[config.mk]
export PLATFORM = sky130hd
export DESIGN_NAME = text_glyph_rasterizer
export DESIGN_NICKNAME = d
export VERILOG_FILES = /design/src/trg_pkg.sv /design/src/trg_front.sv /design/src/trg_queue.sv /design/src/trg_back.sv /design/src/text_glyph_rasterizer.sv
export SDC_FILE = /design/constraint.sdc
export NUM_CORES = 1
export LEC_CHECK = 0
export BUFFER_PORTS_ARGS = -buffer_cell sky130_fd_sc_hd__buf_4
export CORE_MARGIN = 3
export CORE_UTILIZATION = 50
export DETAILED_ROUTE_END_ITERATION = 6
export PLACE_DENSITY = 0.65
export SYNTH_ARGS = -nofsm -noshare
export SYNTH_HDL_FRONTEND = slang
export SYNTH_HIERARCHICAL = 1
export SYNTH_SLANG_ARGS = --single-unit
[constraint.sdc]
create_clock -name i_clk -period 9.26 [get_ports i_clk]
set_input_delay 0.926 -clock i_clk [delete_from_list [all_inputs] [get_ports i_clk]]
set_output_delay 0.926 -clock i_clk [all_outputs]
set_load 0.03 [all_outputs]
[src/trg_pkg.sv]
// shared types, constants, font table and helper functions for the text glyph rasterizer
package trg_pkg;

    localparam int MAX_PITCH_DEF  = 1280;
    localparam int MAX_HEIGHT_DEF = 1024;

    localparam logic [10:0] WIDTH_RST  = 11'd240;
    localparam logic [10:0] HEIGHT_RST = 11'd160;
    localparam logic [10:0] PITCH_RST  = 11'd240;

    localparam logic [1:0] REG_WIDTH  = 2'd0;
    localparam logic [1:0] REG_HEIGHT = 2'd1;
    localparam logic [1:0] REG_PITCH  = 2'd2;

    localparam int QUEUE_DEPTH = 2;
    localparam int QPTR_W      = (QUEUE_DEPTH > 1) ? $clog2(QUEUE_DEPTH) : 1;
    localparam int QCNT_W      = $clog2(QUEUE_DEPTH + 1);

    localparam int GLYPH_BITS = 35;

    typedef enum logic [1:0] {
        KIND_CHAR  = 2'd0,
        KIND_BLANK = 2'd1,
        KIND_START = 2'd2
    } t_kind;

    typedef struct packed {
        logic [5:0]  glyph;
        logic [10:0] base_y;
        logic [10:0] base_x;
    } t_cmd;

    // column 0 in the top byte, bit 0 of each byte is the top pixel
    localparam logic [39:0] FONT [64] = '{
        40'h0000000000, 40'h00005F0000, 40'h0007000700, 40'h147F147F14,
        40'h242A7F2A12, 40'h2313086462, 40'h3649552250, 40'h0005030000,
        40'h001C224100, 40'h0041221C00, 40'h14083E0814, 40'h08083E0808,
        40'h0050300000, 40'h0808080808, 40'h0060600000, 40'h2010080402,
        40'h3E5149453E, 40'h00427F4000, 40'h4261514946, 40'h2141454B31,
        40'h1814127F10, 40'h2745454539, 40'h3C4A494930, 40'h0171090503,
        40'h3649494936, 40'h064949291E, 40'h0036360000, 40'h0056360000,
        40'h0008142241, 40'h1414141414, 40'h4122140800, 40'h0201510906,
        40'h324979413E, 40'h7E1111117E, 40'h7F49494936, 40'h3E41414122,
        40'h7F4141221C, 40'h7F49494941, 40'h7F09090101, 40'h3E41415132,
        40'h7F0808087F, 40'h00417F4100, 40'h2040413F01, 40'h7F08142241,
        40'h7F40404040, 40'h7F0204027F, 40'h7F0408107F, 40'h3E4141413E,
        40'h7F09090906, 40'h3E4151215E, 40'h7F09192946, 40'h4649494931,
        40'h01017F0101, 40'h3F4040403F, 40'h1F2040201F, 40'h7F2018207F,
        40'h6314081463, 40'h0304780403, 40'h6151494543, 40'h00007F4141,
        40'h0204081020, 40'h41417F0000, 40'h0402010204, 40'h4040404040
    };

    function automatic logic [5:0] glyph_index(input logic [7:0] code);
        logic [7:0] c;
        logic [7:0] d;
        c = code;
        if (c >= 8'h61 && c <= 8'h7A) begin
            c = c - 8'h20;
        end
        if (c < 8'h20 || c > 8'h5F) begin
            c = 8'h3F;
        end
        d = c - 8'h20;
        return d[5:0];
    endfunction

    // bit x*7+y is glyph column x, row y
    function automatic logic [GLYPH_BITS-1:0] glyph_bits(input logic [5:0] idx);
        logic [39:0]            f;
        logic [GLYPH_BITS-1:0]  b;
        f = FONT[idx];
        b = '0;
        for (int x = 0; x < 5; x++) begin
            b[x*7 +: 7] = f[32 - 8*x +: 7];
        end
        return b;
    endfunction

    // (w - 4) / 6 as a reciprocal multiply, exact below 2048
    function automatic logic [7:0] count_columns(input logic [10:0] w);
        logic [10:0] t;
        logic [20:0] p;
        logic [8:0]  q;
        t = w - 11'd4;
        p = {10'b0, t} * 21'd683;
        q = p[20:12];
        if (w < 11'd4) begin
            return 8'd0;
        end else if (q > 9'd255) begin
            return 8'd255;
        end
        return q[7:0];
    endfunction

    // (h - 4) / 9 as a reciprocal multiply, exact below 2048
    function automatic logic [6:0] count_rows(input logic [10:0] h);
        logic [10:0] t;
        logic [21:0] p;
        logic [7:0]  q;
        t = h - 11'd4;
        p = {11'b0, t} * 22'd1821;
        q = p[21:14];
        if (h < 11'd4) begin
            return 7'd0;
        end else if (q > 8'd127) begin
            return 7'd127;
        end
        return q[6:0];
    endfunction

endpackage

[src/trg_front.sv]
// front end: accepts items, tracks text row and column, queues glyph draws
module trg_front (
    input  logic              i_clk,
    input  logic              i_rst_n,
    input  logic              i_in_valid,
    output logic              o_in_ready,
    input  logic [1:0]        i_kind,
    input  logic [7:0]        i_char_code,
    input  logic              i_last_in_line,
    input  logic [7:0]        i_columns,
    input  logic [6:0]        i_rows,
    input  logic              i_full,
    output logic              o_push,
    output trg_pkg::t_cmd     o_cmd
);
    import trg_pkg::*;

    logic [6:0] r_row;
    logic [7:0] r_col;
    logic [6:0] n_row;
    logic [7:0] n_col;
    logic       w_accept;
    logic       w_room;
    logic [8:0] w_col_inc;
    logic [5:0] w_glyph;

    assign o_in_ready = !i_full;
    assign w_accept   = i_in_valid && o_in_ready;
    assign w_room     = (i_columns != 8'd0) && (i_rows != 7'd0);
    assign w_col_inc  = {1'b0, r_col} + 9'd1;
    assign w_glyph    = glyph_index(i_char_code);

    assign o_cmd.glyph  = w_glyph;
    assign o_cmd.base_y = 11'd2 + {1'b0, r_row, 3'b000} + {4'b0, r_row};
    assign o_cmd.base_x = 11'd2 + {1'b0, r_col, 2'b00} + {2'b0, r_col, 1'b0};

    always_comb begin
        n_row  = r_row;
        n_col  = r_col;
        o_push = 1'b0;
        if (w_accept && w_room) begin
            unique case (i_kind)
                KIND_START: begin
                    n_row = 7'd0;
                    n_col = 8'd0;
                end
                KIND_BLANK: begin
                    if (r_row < i_rows) begin
                        n_row = r_row + 7'd1;
                        n_col = 8'd0;
                    end
                end
                KIND_CHAR: begin
                    if (r_row < i_rows) begin
                        // space has no ink
                        o_push = (w_glyph != 6'd0);
                        if (i_last_in_line || w_col_inc >= {1'b0, i_columns}) begin
                            n_row = r_row + 7'd1;
                            n_col = 8'd0;
                        end else begin
                            n_col = w_col_inc[7:0];
                        end
                    end
                end
                default: begin
                end
            endcase
        end
    end

    always_ff @(posedge i_clk) begin
        if (!i_rst_n) begin
            r_row <= 7'd0;
            r_col <= 8'd0;
        end else begin
            r_row <= n_row;
            r_col <= n_col;
        end
    end

endmodule

[src/trg_queue.sv]
// short command queue between front end and pixel walker
module trg_queue (
    input  logic              i_clk,
    input  logic              i_rst_n,
    input  logic              i_push,
    input  trg_pkg::t_cmd     i_cmd,
    output logic              o_full,
    output logic              o_valid,
    output trg_pkg::t_cmd     o_cmd,
    input  logic              i_pop
);
    import trg_pkg::*;

    t_cmd              r_mem [QUEUE_DEPTH];
    logic [QPTR_W-1:0] r_wr_ptr;
    logic [QPTR_W-1:0] r_rd_ptr;
    logic [QCNT_W-1:0] r_count;
    logic              w_pop;

    assign o_full  = (r_count == QCNT_W'(QUEUE_DEPTH));
    assign o_valid = (r_count != '0);
    assign o_cmd   = r_mem[r_rd_ptr];
    assign w_pop   = i_pop && o_valid;

    always_ff @(posedge i_clk) begin
        if (i_push) begin
            r_mem[r_wr_ptr] <= i_cmd;
        end
    end

    always_ff @(posedge i_clk) begin
        if (!i_rst_n) begin
            r_wr_ptr <= '0;
            r_rd_ptr <= '0;
            r_count  <= '0;
        end else begin
            if (i_push) begin
                r_wr_ptr <= (r_wr_ptr == QPTR_W'(QUEUE_DEPTH - 1)) ? '0 : r_wr_ptr + 1'b1;
            end
            if (w_pop) begin
                r_rd_ptr <= (r_rd_ptr == QPTR_W'(QUEUE_DEPTH - 1)) ? '0 : r_rd_ptr + 1'b1;
            end
            r_count <= r_count + QCNT_W'(i_push) - QCNT_W'(w_pop);
        end
    end

    a_no_push_full: assert property (@(posedge i_clk) disable iff (!i_rst_n)
        o_full |-> !i_push)
        else $error("push into full queue");

    a_count_bound: assert property (@(posedge i_clk) disable iff (!i_rst_n)
        r_count <= QCNT_W'(QUEUE_DEPTH))
        else $error("queue count overflow");

endmodule

[src/trg_back.sv]
// back end: walks the glyph bits and emits one pixel offset per set bit
module trg_back (
    input  logic              i_clk,
    input  logic              i_rst_n,
    input  logic [10:0]       i_pitch,
    input  logic              i_q_valid,
    input  trg_pkg::t_cmd     i_q_cmd,
    output logic              o_pop,
    output logic              o_out_valid,
    input  logic              i_out_ready,
    output logic [20:0]       o_pixel_offset,
    output logic              o_last
);
    import trg_pkg::*;

    typedef enum logic [1:0] {
        S_IDLE = 2'b01,
        S_RUN  = 2'b10
    } t_back_state;

    t_back_state           r_state;
    t_back_state           n_state;
    logic [GLYPH_BITS-1:0] r_bits;
    logic [2:0]            r_y;
    logic [10:0]           r_x_off;
    logic [20:0]           r_line;
    logic [20:0]           r_base_line;
    logic                  r_out_valid;
    logic [20:0]           r_out_offset;
    logic                  r_out_last;
    logic                  w_advance;
    logic                  w_step;
    logic                  w_final;
    logic [21:0]           w_prod;

    assign w_advance = !r_out_valid || i_out_ready;
    assign w_step    = (r_state == S_RUN) && w_advance;
    assign w_final   = (r_bits[GLYPH_BITS-1:1] == '0);
    assign o_pop     = (r_state == S_IDLE) && i_q_valid;
    assign w_prod    = {11'b0, i_q_cmd.base_y} * {11'b0, i_pitch};

    always_comb begin
        n_state = r_state;
        unique case (r_state)
            S_IDLE: begin
                if (i_q_valid) begin
                    n_state = S_RUN;
                end
            end
            S_RUN: begin
                if (w_advance && w_final) begin
                    n_state = S_IDLE;
                end
            end
            default: n_state = S_IDLE;
        endcase
    end

    always_ff @(posedge i_clk) begin
        if (!i_rst_n) begin
            r_state     <= S_IDLE;
            r_out_valid <= 1'b0;
        end else begin
            r_state <= n_state;
            if (w_advance) begin
                r_out_valid <= w_step && r_bits[0];
            end
        end
    end

    always_ff @(posedge i_clk) begin
        if (o_pop) begin
            r_bits      <= glyph_bits(i_q_cmd.glyph);
            r_y         <= 3'd0;
            r_x_off     <= i_q_cmd.base_x;
            r_line      <= w_prod[20:0];
            r_base_line <= w_prod[20:0];
        end else if (w_step) begin
            r_bits <= r_bits >> 1;
            if (r_y == 3'd6) begin
                r_y     <= 3'd0;
                r_x_off <= r_x_off + 11'd1;
                r_line  <= r_base_line;
            end else begin
                r_y    <= r_y + 3'd1;
                r_line <= r_line + {10'b0, i_pitch};
            end
        end
        if (w_step) begin
            r_out_offset <= r_line + {10'b0, r_x_off};
            r_out_last   <= w_final;
        end
    end

    assign o_out_valid    = r_out_valid;
    assign o_pixel_offset = r_out_offset;
    assign o_last         = r_out_last;

    a_run_has_ink: assert property (@(posedge i_clk) disable iff (!i_rst_n)
        (r_state == S_RUN) |-> (r_bits != '0))
        else $error("walker running on an empty glyph");

    a_emit_from_run: assert property (@(posedge i_clk) disable iff (!i_rst_n)
        $rose(r_out_valid) |-> $past(r_state == S_RUN))
        else $error("pixel emitted outside the walk");

endmodule

[src/text_glyph_rasterizer.sv]
// top level of the text glyph rasterizer: register file, front end, queue and pixel walker
//
// Input channel (i_in_valid / o_in_ready) takes one transaction per item:
// i_kind selects a character, a blank line or start of message. The front
// end folds the character code, updates the text row and column in the
// cycle it is taken and queues one draw command for each inked glyph.
// Output channel (o_out_valid / i_out_ready) gives one transaction per
// white pixel: o_pixel_offset, with o_last on the final pixel of a glyph.
// The pixel walker first loads a command (glyph fetch and the row times
// pitch product), then steps one glyph bit per cycle while the output is
// not stalled, up to the last inked bit; the first pixel passes the load
// registers and then the output register. A two-entry command queue lets
// the front end keep taking items while the walker draws. When the receiver
// stalls the output register holds and the walker stops; once the queue
// fills the input stalls too. Reset clears text row and column and loads
// 240 x 160 with pitch 240. The user must write registers over the APB port
// only while the block is idle; the block itself does not enforce this.
module text_glyph_rasterizer #(
    parameter int MAX_PITCH  = trg_pkg::MAX_PITCH_DEF,
    parameter int MAX_HEIGHT = trg_pkg::MAX_HEIGHT_DEF
) (
    input  logic        i_clk,
    input  logic        i_rst_n,
    input  logic        psel,
    input  logic        penable,
    input  logic        pwrite,
    input  logic [3:0]  paddr,
    input  logic [31:0] pwdata,
    output logic [31:0] prdata,
    output logic        pready,
    input  logic        i_in_valid,
    output logic        o_in_ready,
    input  logic [1:0]  i_kind,
    input  logic [7:0]  i_char_code,
    input  logic        i_last_in_line,
    output logic        o_out_valid,
    input  logic        i_out_ready,
    output logic [20:0] o_pixel_offset,
    output logic        o_last
);
    import trg_pkg::*;

    logic [10:0] r_width;
    logic [10:0] r_height;
    logic [10:0] r_pitch;
    logic [7:0]  r_columns;
    logic [6:0]  r_rows;
    logic        w_wr;
    logic [10:0] w_wdata;
    logic [10:0] w_clamp_pitch;
    logic [10:0] w_clamp_height;
    logic        w_push;
    logic        w_full;
    logic        w_q_valid;
    logic        w_pop;
    t_cmd        w_cmd_in;
    t_cmd        w_cmd_out;

    assign pready         = 1'b1;
    assign w_wr           = psel && penable && pwrite && pready;
    assign w_wdata        = pwdata[10:0];
    assign w_clamp_pitch  = (int'(w_wdata) > MAX_PITCH) ? 11'(MAX_PITCH) : w_wdata;
    assign w_clamp_height = (int'(w_wdata) > MAX_HEIGHT) ? 11'(MAX_HEIGHT) : w_wdata;

    always_ff @(posedge i_clk) begin
        if (!i_rst_n) begin
            r_width   <= WIDTH_RST;
            r_height  <= HEIGHT_RST;
            r_pitch   <= PITCH_RST;
            r_columns <= count_columns(WIDTH_RST);
            r_rows    <= count_rows(HEIGHT_RST);
        end else if (w_wr) begin
            unique case (paddr[3:2])
                REG_WIDTH: begin
                    r_width   <= w_clamp_pitch;
                    r_columns <= count_columns(w_clamp_pitch);
                end
                REG_HEIGHT: begin
                    r_height <= w_clamp_height;
                    r_rows   <= count_rows(w_clamp_height);
                end
                REG_PITCH: begin
                    r_pitch <= w_clamp_pitch;
                end
                default: begin
                end
            endcase
        end
    end

    always_comb begin
        unique case (paddr[3:2])
            REG_WIDTH:  prdata = {21'b0, r_width};
            REG_HEIGHT: prdata = {21'b0, r_height};
            REG_PITCH:  prdata = {21'b0, r_pitch};
            default:    prdata = 32'd0;
        endcase
    end

    trg_front u_front (
        .i_clk          (i_clk),
        .i_rst_n        (i_rst_n),
        .i_in_valid     (i_in_valid),
        .o_in_ready     (o_in_ready),
        .i_kind         (i_kind),
        .i_char_code    (i_char_code),
        .i_last_in_line (i_last_in_line),
        .i_columns      (r_columns),
        .i_rows         (r_rows),
        .i_full         (w_full),
        .o_push         (w_push),
        .o_cmd          (w_cmd_in)
    );

    trg_queue u_queue (
        .i_clk   (i_clk),
        .i_rst_n (i_rst_n),
        .i_push  (w_push),
        .i_cmd   (w_cmd_in),
        .o_full  (w_full),
        .o_valid (w_q_valid),
        .o_cmd   (w_cmd_out),
        .i_pop   (w_pop)
    );

    trg_back u_back (
        .i_clk          (i_clk),
        .i_rst_n        (i_rst_n),
        .i_pitch        (r_pitch),
        .i_q_valid      (w_q_valid),
        .i_q_cmd        (w_cmd_out),
        .o_pop          (w_pop),
        .o_out_valid    (o_out_valid),
        .i_out_ready    (i_out_ready),
        .o_pixel_offset (o_pixel_offset),
        .o_last         (o_last)
    );

endmodule

* Word-level counts from Yosys, hierarchy flattened
Memory sizes are Yosys's and may differ from the RTL's. A register that Yosys moved wholly into a read port is not among the register bits.
Index checks and enable logic that the tools add are counted.
** Cells by class
- $add $sub $neg :: 18
- Multipliers :: 3
- Order comparisons :: 13
- Equality and inequality tests :: 13
- Multiplexer cells :: 52
- Bitwise operators :: 1
- Reduce and logical (&&, ||, !) cells :: 33
** Operators with widths (number)
- $mux W39 :: 2
- $mux W35 :: 2
- $mux W21 :: 3
- $mux W8 :: 7
- $mux W11 :: 5
- $add A21 B11 Y21 :: 2
- $mux W7 :: 6
- $logic_not A34 Y1 :: 1
- $pmux W11 S3 :: 1
- $pmux W8 S3 :: 1
- $add A2 B10 Y11 const A :: 2
- $gt A11 B11 Y1 const B :: 2
- $lt A11 B3 Y1 const B :: 2
- $mul A11 B11 Y22 const B :: 1
- $sub A11 B3 Y11 const B :: 2
- $mul A11 B10 Y21 const B :: 1
- $mul A11 B11 Y21 :: 1
- $pmux W7 S3 :: 1
- $mux W1 :: 19
- $gt A8 B7 Y1 const B :: 2
- $add A11 B1 Y11 const B :: 1
- $add A11 B7 Y11 :: 1
- $add A11 B9 Y11 :: 1
- $logic_and A1 B1 Y1 :: 11
- 36 further kinds :: 56
** Storage, ports and cells
- Register bits after elaboration :: 183
- Bits in writable memories :: 56
- ROM bits :: 2560
- Input port bits :: 54
- Output and inout port bits :: 57
- Logic and storage cells :: 154
- Memories kept :: 2
** Memory list
- (no name shown) :: words 64, width 40, rd ports 1, clocked after Yosys merged registers in 0, wr ports 0, line trg_pkg.sv:71 : f = FONT[idx];
- u_queue.r_mem :: words 2, width 28, rd ports 1, clocked after Yosys merged registers in 1, wr ports 1, line trg_queue.sv:14 : t_cmd r_mem [QUEUE_DEPTH];

* Longest topological paths before layout
Gate-level depths: netlist of run 1.
- Word-level depth :: 13
- Depth in mapped cells :: 29
- Depth with buffers taken out :: 28

* Modules after synthesis
The synthesis of run 1 kept the hierarchy.
** Modules (own cells, without submodules)
- trg_back :: times used 1, cells each 1381, area an instance 12189.2 um^2, seq. area each 3423.3 um^2
- text_glyph_rasterizer :: times used 1, cells each 744, area an instance 6408.6 um^2, seq. area each 960.9 um^2
- trg_queue :: times used 1, cells each 110, area an instance 2367.3 um^2, seq. area each 1781.7 um^2
- trg_front :: times used 1, cells each 248, area an instance 1984.4 um^2, seq. area each 300.3 um^2

* Least setup slack after synthesis of run 1
OpenSTA, ideal clock, no wires.
- Kind :: input -> register
- From :: in pwdata[6]
- To :: reg r_columns[0]
- Library setup time :: 0.063 ns
- Data arrival time :: 7.083 ns
- Data required time :: 9.197 ns
- Path slack :: 2.114 ns
- Stages :: 29
- Buffers on the path :: 1
- Path through :: clkbuf_1 > nor4_4 > nand2_1 > nor3_1 > nor2_1 > o21ai_1 > nand2_1 > ha_1 > nand3_1 > o21ai_0 > a21oi_1 > ha_1 > ha_1 > inv_1 > fa_1 > inv_1 > fa_1 > inv_1 > fa_1 > inv_1 > ha_1 > a21oi_1 > o21ai_0 > o31ai_1 > nand2_1 > o2111a_1 > a211oi_1 > o21ai_0 > nand3_1
** On the way
- Longest elaborated chain between the ends :: 11
- Elaborated cells on any way between the ends :: 13
- Classes of those cells :: 1 x add/sub; 1 x mul; 3 x order compare; 8 x mux
** Ends and longest elaborated chain
- start, declared :: line text_glyph_rasterizer.sv:28 : input logic [31:0] pwdata,
- $gt A11 B11 Y1 :: line text_glyph_rasterizer.sv:62 : assign w_clamp_pitch = (int'(w_wdata) > MAX_PITCH) ? 11'(MAX_PITCH) : w_wdata;
- $mux W11 * :: line text_glyph_rasterizer.sv:62
- $sub A11 B3 Y11 :: line trg_pkg.sv:84 : t = w - 11'd4;
- $mul A11 B10 Y21 :: line trg_pkg.sv:85 : p = {10'b0, t} * 21'd683;
- $gt A9 B8 Y1 :: line trg_pkg.sv:89 : end else if (q > 9'd255) begin
- $mux W1 :: line trg_pkg.sv:89
- $mux W1 :: line trg_pkg.sv:87 : if (w < 11'd4) begin
- $mux W1 :: line text_glyph_rasterizer.sv:73 : unique case (paddr[3:2])
- $mux W1 :: line text_glyph_rasterizer.sv:72 : end else if (w_wr) begin
- $mux W1 :: line text_glyph_rasterizer.sv:66 : if (!i_rst_n) begin
- $mux W8 * :: line trg_pkg.sv:92 : return q[7:0];
- end signal, assigned :: line text_glyph_rasterizer.sv:70 : r_columns <= count_columns(WIDTH_RST);
- end signal, assigned :: line text_glyph_rasterizer.sv:76 : r_columns <= count_columns(w_clamp_pitch);
- end, declared :: line text_glyph_rasterizer.sv:46 : logic [7:0] r_columns;
Mark *: on every way between the ends. The rest lies on a longest branch, timed or not. The select of a mux whose other input is x is not followed.
A chain may end at the register's enable or synchronous reset.

* Worst setup path after layout of run 1
- From :: in pwdata[4]
- To :: reg r_columns[0]
The elaborated chain is that of the path after synthesis.

==> results of run 1 <==
-- metrics by stage --
step	power (mW)	area [um^2]
final	4.795	24650
after global routing	5.234	24650
after CTS	4.836	24650
after detailed placement	3.669	23690
after global placement	3.614	23690
after floorplan	3.137	23020
-- per-layer routing --
| layer | track usage [%] | up-vias | share of wire, % |
|---|---|---|---|
| met2 | 41.06 | 505 | 48 |
| met5 | 0 | - | 0.022 |
| met4 | 6.589 | 2 | 2.8 |
| met1 | 32.60 | 8622 | 44 |
| met3 | 2.994 | 108 | 5.2 |
| li1 | - | 8568 | - |
-- power breakdown --
group          switching (mW)  internal, mW
clock network           0.458         0.685
registers              0.0519          1.27
logic                    1.37         0.961
total                    1.88          2.91
-- sequential cells by signal, indices dropped and copies added (netlist names), 21 cells and up, named ones only --
signal / count
u_queue/r_mem: 56
u_back/r_bits: 35
u_back/r_line: 21
u_back/o_pixel_offset: 21
u_back/r_base_line: 21
-- layout by cell type (no fill, tap or decap), types with 10 or more instances in the layout --
master     count
a211oi_1      12
a21boi_0      18
a21o_1        27
a21oi_1      135
a31oi_1       25
a32oi_1       10
and2_1       101
and3_1        19
buf_4         81
clkbuf_16     29
conb_1        23
dfxtp_1       74
edfxtp_1     166
fa_1         132
ha_1         267
inv_1        260
mux2_2        10
mux2_4        23
mux2i_1       20
nand2_1      276
nand2b_1      31
nand3_1       45
nand4_1       16
nor2_1       111
nor2b_1       27
nor3_1        18
nor4_1        10
o211ai_1      23
o21a_1        17
o21ai_0      168
o22ai_1       13
xnor2_1       65
xor2_1        46
-- critical path, delay by kind of cell --
family | cells | cell delay (ns)
AO/OA/AOI/OAI | 9 | 2.75
adder cells (fa/ha/maj) | 7 | 2.96
buffers and inverters | 5 | 0.35
AND/OR/NAND/NOR | 8 | 1.51
-- worst min path at each step --
stage	depth (start not counted)	from	end	slack, ns
floorplan	2	r_height[7]$_SDFFE_PN1P_	r_height[7]$_SDFFE_PN1P_	0.44
global placement	2	r_width[1]$_SDFFE_PN0P_	r_width[1]$_SDFFE_PN0P_	0.45
detailed placement	2	r_height[2]$_SDFFE_PN0P_	r_height[2]$_SDFFE_PN0P_	0.46
CTS	2	r_height[2]$_SDFFE_PN0P_	r_height[2]$_SDFFE_PN0P_	0.47
global route	2	r_width[10]$_SDFFE_PN0P_	r_width[10]$_SDFFE_PN0P_	0.49
finish	2	r_height[2]$_SDFFE_PN0P_	r_height[2]$_SDFFE_PN0P_	0.47
-- layout make-up --
type / instances / area, um^2 / share of cell area (%)
clock buffers: 32 / 737.0 / 2.990
clock inverters: 20 / 217.7 / 0.8833
inverters: 263 / 987.2 / 4.005
multi-input cells: 1858 / 14890 / 60.41
flip-flops and latches: 240 / 6466 / 26.24
well taps: 592 / 740.7 / 3.005
repair buffers: 81 / 608.1 / 2.467
-- cell families (layout without fill, tap and decap cells) --
| group | Yosys count | after routing | synth area share, % |
|---|---|---|---|
| adders and majority gates | 399 | 399 | 26.07 |
| DFF | 240 | 240 | 28.18 |
| other | 3 | 23 | 0.04906 |
| muxes | 57 | 57 | 3.260 |
| and+or+nand+nor | 710 | 710 | 15.22 |
| xor gates and xnor gates | 112 | 112 | 4.334 |
| buffers and inverters | 405 | 396 | 7.295 |
| AOI/OAI and AO/OA | 557 | 557 | 15.59 |
==> impl_metrics.ini, run 1 <==
[run_status]
status = finished, final reports clean

[job]
cap_violations = 0

[timing]
slew_violations = 0
final.setup.worst_slack_ns = 1.220
finalCritPeriodShare_pct = 86.82
clock_skew_ns = 0.02038
setup_violations = 0
tns_ns = 0
rsz0062_at_grt = no
timing.hold.ws_ns = 0.4658
max_freq_mhz = 124.4
final-hold-violation-count = 0
worst_pin_slew_ns = 0.9668
max-slew-margin-rel_pct = 35.05
finalCriticalPeriod_ns = 8.040

[min_path]
hold_path.class = reg -> reg

[drt]
avgViaCountPerCell = 5.770
drt-total-wl_um = 58100
routed-via-count = 17810
ant_nets = 0
dr.pass1.iters = 5
drcViolationCount = 0
drt_iter0_drc = 1401
routedWlPerCell_um = 18.83

[synthesis]
yosys_warnings = 6
netlist_top_cells_count = nand2_1 (277), ha_1 (267), inv_1 (261)
synth_edf_count = 166
synth_top_area_share_pct = 21.72
synth.yosys.seq_area_share_pct = 28.18
synth_area_leaders = edfxtp_1 (22%), ha_1 (15%), fa_1 (12%), dfxtp_1 (6.5%), nand2_1 (4.5%)
netlist_instances = 2483
syn_area_per_cell_um2 = 9.243
synthArstFlopShare_pct = 0
yosysTopAreaCell = edfxtp_1
mappedNetlistArea_um2 = 22950
ys_ff_latch = 240
synth_cell_type_count = 94
yosysMostFrequentCell = nand2_1
synth_ff_type = edfxtp_1

[setup_path]
cp-startpoint = pwdata[4]
crit_path_end_kind = flop
worstSetupPathType = in -> reg
slowest_delay_ns = 0.57
cp-start-kind = input port
cp-endpoint = r_columns[0]$_SDFFE_PN1P_
crit_slowest_cell = a211oi_1
r2r_slack_ns = 2.77
cp.arrival_ns = 8.52
crit_fanout = 9
cp.required_ns = 9.74
r2r_cells = 19
reg2reg_to = u_back/r_line[20]$_DFFE_PP_

[pwr]
power_density_nw_per_um2 = 194.5
ir_worst_vdd_uv = 227.5
power.leakage_nw = 10.90

[floorplan]
ios = 111
fp.dieH_um = 220.2
core_area_um2 = 44800
dieArea_um2 = 48510
core.rowCount = 77
die_w_um = 220.2
start_util_pct = 51.23

[placement]
dpl.hpwl_um = 44010
place_ws_ns = 0.6909
dp_cells = 3034
gp_congestion = 0.9344
port_buffers = 65

[global_route]
overflow = 0
antenna_found_initial = 1
grt_pass1_wl_um = 94340
grtUsageTotal_pct = 24.12
grt_pass1_vias = 17860
grt_max_degree = 87

[layout]
final_nets = 2925
fin_cells = 3086
fillers = 4124
area_delta_synth_final_pct = 7.393
n_antenna_cell = 0
finish.utilization_pct = 55.01
drive_gt1_share_pct = 7.979

[clocking]
htree_levels = 1
cts_resized = 0
clk_pin_slew_ns = 0.06
cts_tree = yes
holdBufCountCts = 0
cts_root_buf = clkbuf_16
cts_inserted_buffers = 28
cts.sink_count = 240
clkLatencyLatePin_ns = 0.56
ctsLongestPathBuffers = 3
cts_setup_buffers = 0
(Power assumes the default switching activity.)
==> run 2, diff against run 1 <==
--- a/config.mk
+++ b/config.mk
@@ -10,6 +10,8 @@
 export CORE_UTILIZATION = 50
 export DETAILED_ROUTE_END_ITERATION = 6
 export PLACE_DENSITY = 0.65
+export REMOVE_ABC_BUFFERS = 1
+export SETUP_SLACK_MARGIN = 0.02
 export SYNTH_ARGS = -nofsm -noshare
 export SYNTH_HDL_FRONTEND = slang
 export SYNTH_HIERARCHICAL = 1
==> run 2 against run 1 <==
  * Worst hold slack got worse by 0.00087 ns
  * Cell count hardly changed
  * Register-to-register slack worse by 0.05 ns
  * Routed wire length up 0.11%
  * Design area down 0.18%
  * First-iteration DRC count shrank 9.4%
  * Core utilization down 0.098 points
  * Flip-flop and latch count unchanged
  * Sequential power about the same
  * Maximum frequency rose by 1.1%
==> impl_metrics.ini, run 2 (synthesis results as in run 1) <==
[setup_path]
crit_slowest_cell = a211oi_1
slowest_delay_ns = 0.58
cp.required_ns = 9.75
cp-start-kind = input port
crit_path_end_kind = flop
worstSetupPathType = in -> reg
path_common_cell = inv_1
crit_fanout = 13
cp.arrival_ns = 8.44

[layout]
top_regs = u_queue/r_mem x56, u_back/r_bits x35
seqCellArea_um2 = 6466
n_antenna_cell = 0
largest_reg_flops = 56
regMostFlops = u_queue/r_mem
fillers = 4055
layout_common_cells = nand2_1 (276), ha_1 (267), inv_1 (260)
drive_gt1_share_pct = 8.022
final_common_cell = nand2_1
multiInputGateArea_um2 = 14890
final_nets = 2925
area_delta_synth_final_pct = 7.202

[global_route]
antenna_found_initial = 0
overflow = 0
grt_max_degree = 87
grt_pass1_vias = 17980
grt_pass1_wl_um = 94700
grtUsageTotal_pct = 24.14

[placement]
dpl.hpwl_um = 44080
place_ws_ns = 0.8391
gp_congestion = 0.9665
port_buffers = 65

[timing]
worst_pin_slew_ns = 1.098
finalCriticalPeriod_ns = 7.952
max_freq_mhz = 125.8
rsz0062_at_grt = no
max-slew-margin-rel_pct = 26.13
tns_ns = 0
final-hold-violation-count = 0
finalCritPeriodShare_pct = 85.87
clock_skew_ns = 0.01195
setup_violations = 0
slew_violations = 0
final.setup.worst_slack_ns = 1.308

[clocking]
cts_tree = yes
htree_levels = 1
cts_resized = 0
clkLatencyLatePin_ns = 0.56
cts.sink_count = 240
holdBufCountCts = 0
clk_pin_slew_ns = 0.06
cts_setup_buffers = 0
ctsLongestPathBuffers = 3
cts_root_buf = clkbuf_16
cts_inserted_buffers = 29

[pwr]
intPower_mw = 2.863
p_sw_mw = 1.891
comb_power_share_pct = 49.1
power_density_nw_per_um2 = 193.3
power_frac_seq_pct = 27.8
swShare_pct = 39.78
ir_worst_vdd_uv = 254.9
power.total_mw = 4.755
power.leakage_nw = 10.88
p_clk_share_pct = 23.1

[min_path]
hold_path.class = reg -> reg

[drt]
routed-via-count = 17790
routedWlPerCell_um = 18.85
drcViolationCount = 0
drt_iter0_drc = 1270
dr.pass1.iters = 5
ant_nets = 0
drt-total-wl_um = 58170
avgViaCountPerCell = 5.766

[floorplan]
core.rowCount = 77
fp.dieH_um = 220.2
dieArea_um2 = 48510
start_util_pct = 51.23
ios = 111
die_w_um = 220.2
core_area_um2 = 44800

[job]
cap_violations = 0

[run_status]
status = finished, final reports clean
run 2: changes by cell type in the layout (fill, tap and decap cells not counted), sizes merged:
cell,change
buf,-1
bufinv,-3
clkbuf,+2
clkinv,+1
clkinvlp,-1
inv,+1
run 2: worst max-delay path: cells and delay by family:
kind	cells	cell delay (ns)
compound gates	9	2.68
fa+ha+maj	7	2.90
buf+inv	6	0.46
simple gates	7	1.47
run 2: through the flow:
stage / utilization [%] / area, um^2 / cells / hold slack (ns)
finish: 54.92 / 24600 / 3085 / 0.4649
global route: 54.92 / 24600 / 3085 / 0.4791
CTS: 54.92 / 24600 / 3085 / 0.4661
detailed placement: 52.87 / 23680 / 3033 / 0.4576
global placement: 52.87 / 23680 / 3033 / 0.4552
floorplan: - / 22340 / 2361 / 0.4382
run 2: final timing paths:
| path | startpoint | cells past startpoint | slack (ns) | end |
|---|---|---|---|---|
| max | pwdata[4] | 29 | 1.31 | r_columns[1]$_SDFFE_PN1P_ |
| min | r_width[10]$_SDFFE_PN0P_ | 2 | 0.46 | r_width[10]$_SDFFE_PN0P_ |
| max reg2reg | flop | 17 | 2.72 | u_back/r_line[19]$_DFFE_PP_ |
| min reg2reg | r_width[10]$_SDFFE_PN0P_ | 2 | 0.46 | r_width[10]$_SDFFE_PN0P_ |
run 2: layout make-up:
class,instances,area share (%)
clock inverter,18,0.5391
inverter,263,4.013
tap,592,3.011
multi-input combinational,1858,60.52
clock buffer,34,3.194
timing repair buffer,80,2.441
sequential,240,26.28
run 2: power groups by stage:
stage / Clock, mW / Sequential, mW / Combinational (mW)
3_3_place_gp: 0 / 1.34 / 2.27
5_1_grt: 1.17 / 1.33 / 2.69
6_report: 1.10 / 1.32 / 2.33
4_1_cts: 1.13 / 1.32 / 2.35
3_5_place_dp: 0 / 1.34 / 2.33
2_1_floorplan: 0 / 1.32 / 1.78
run 2: layer usage:
layer / GRT usage [%] / wire length [um]
met1: 32.67 / 26070
met2: 40.92 / 27860
met3: 2.939 / 2538
met4: 6.890 / 1698
met5: 0 / 0
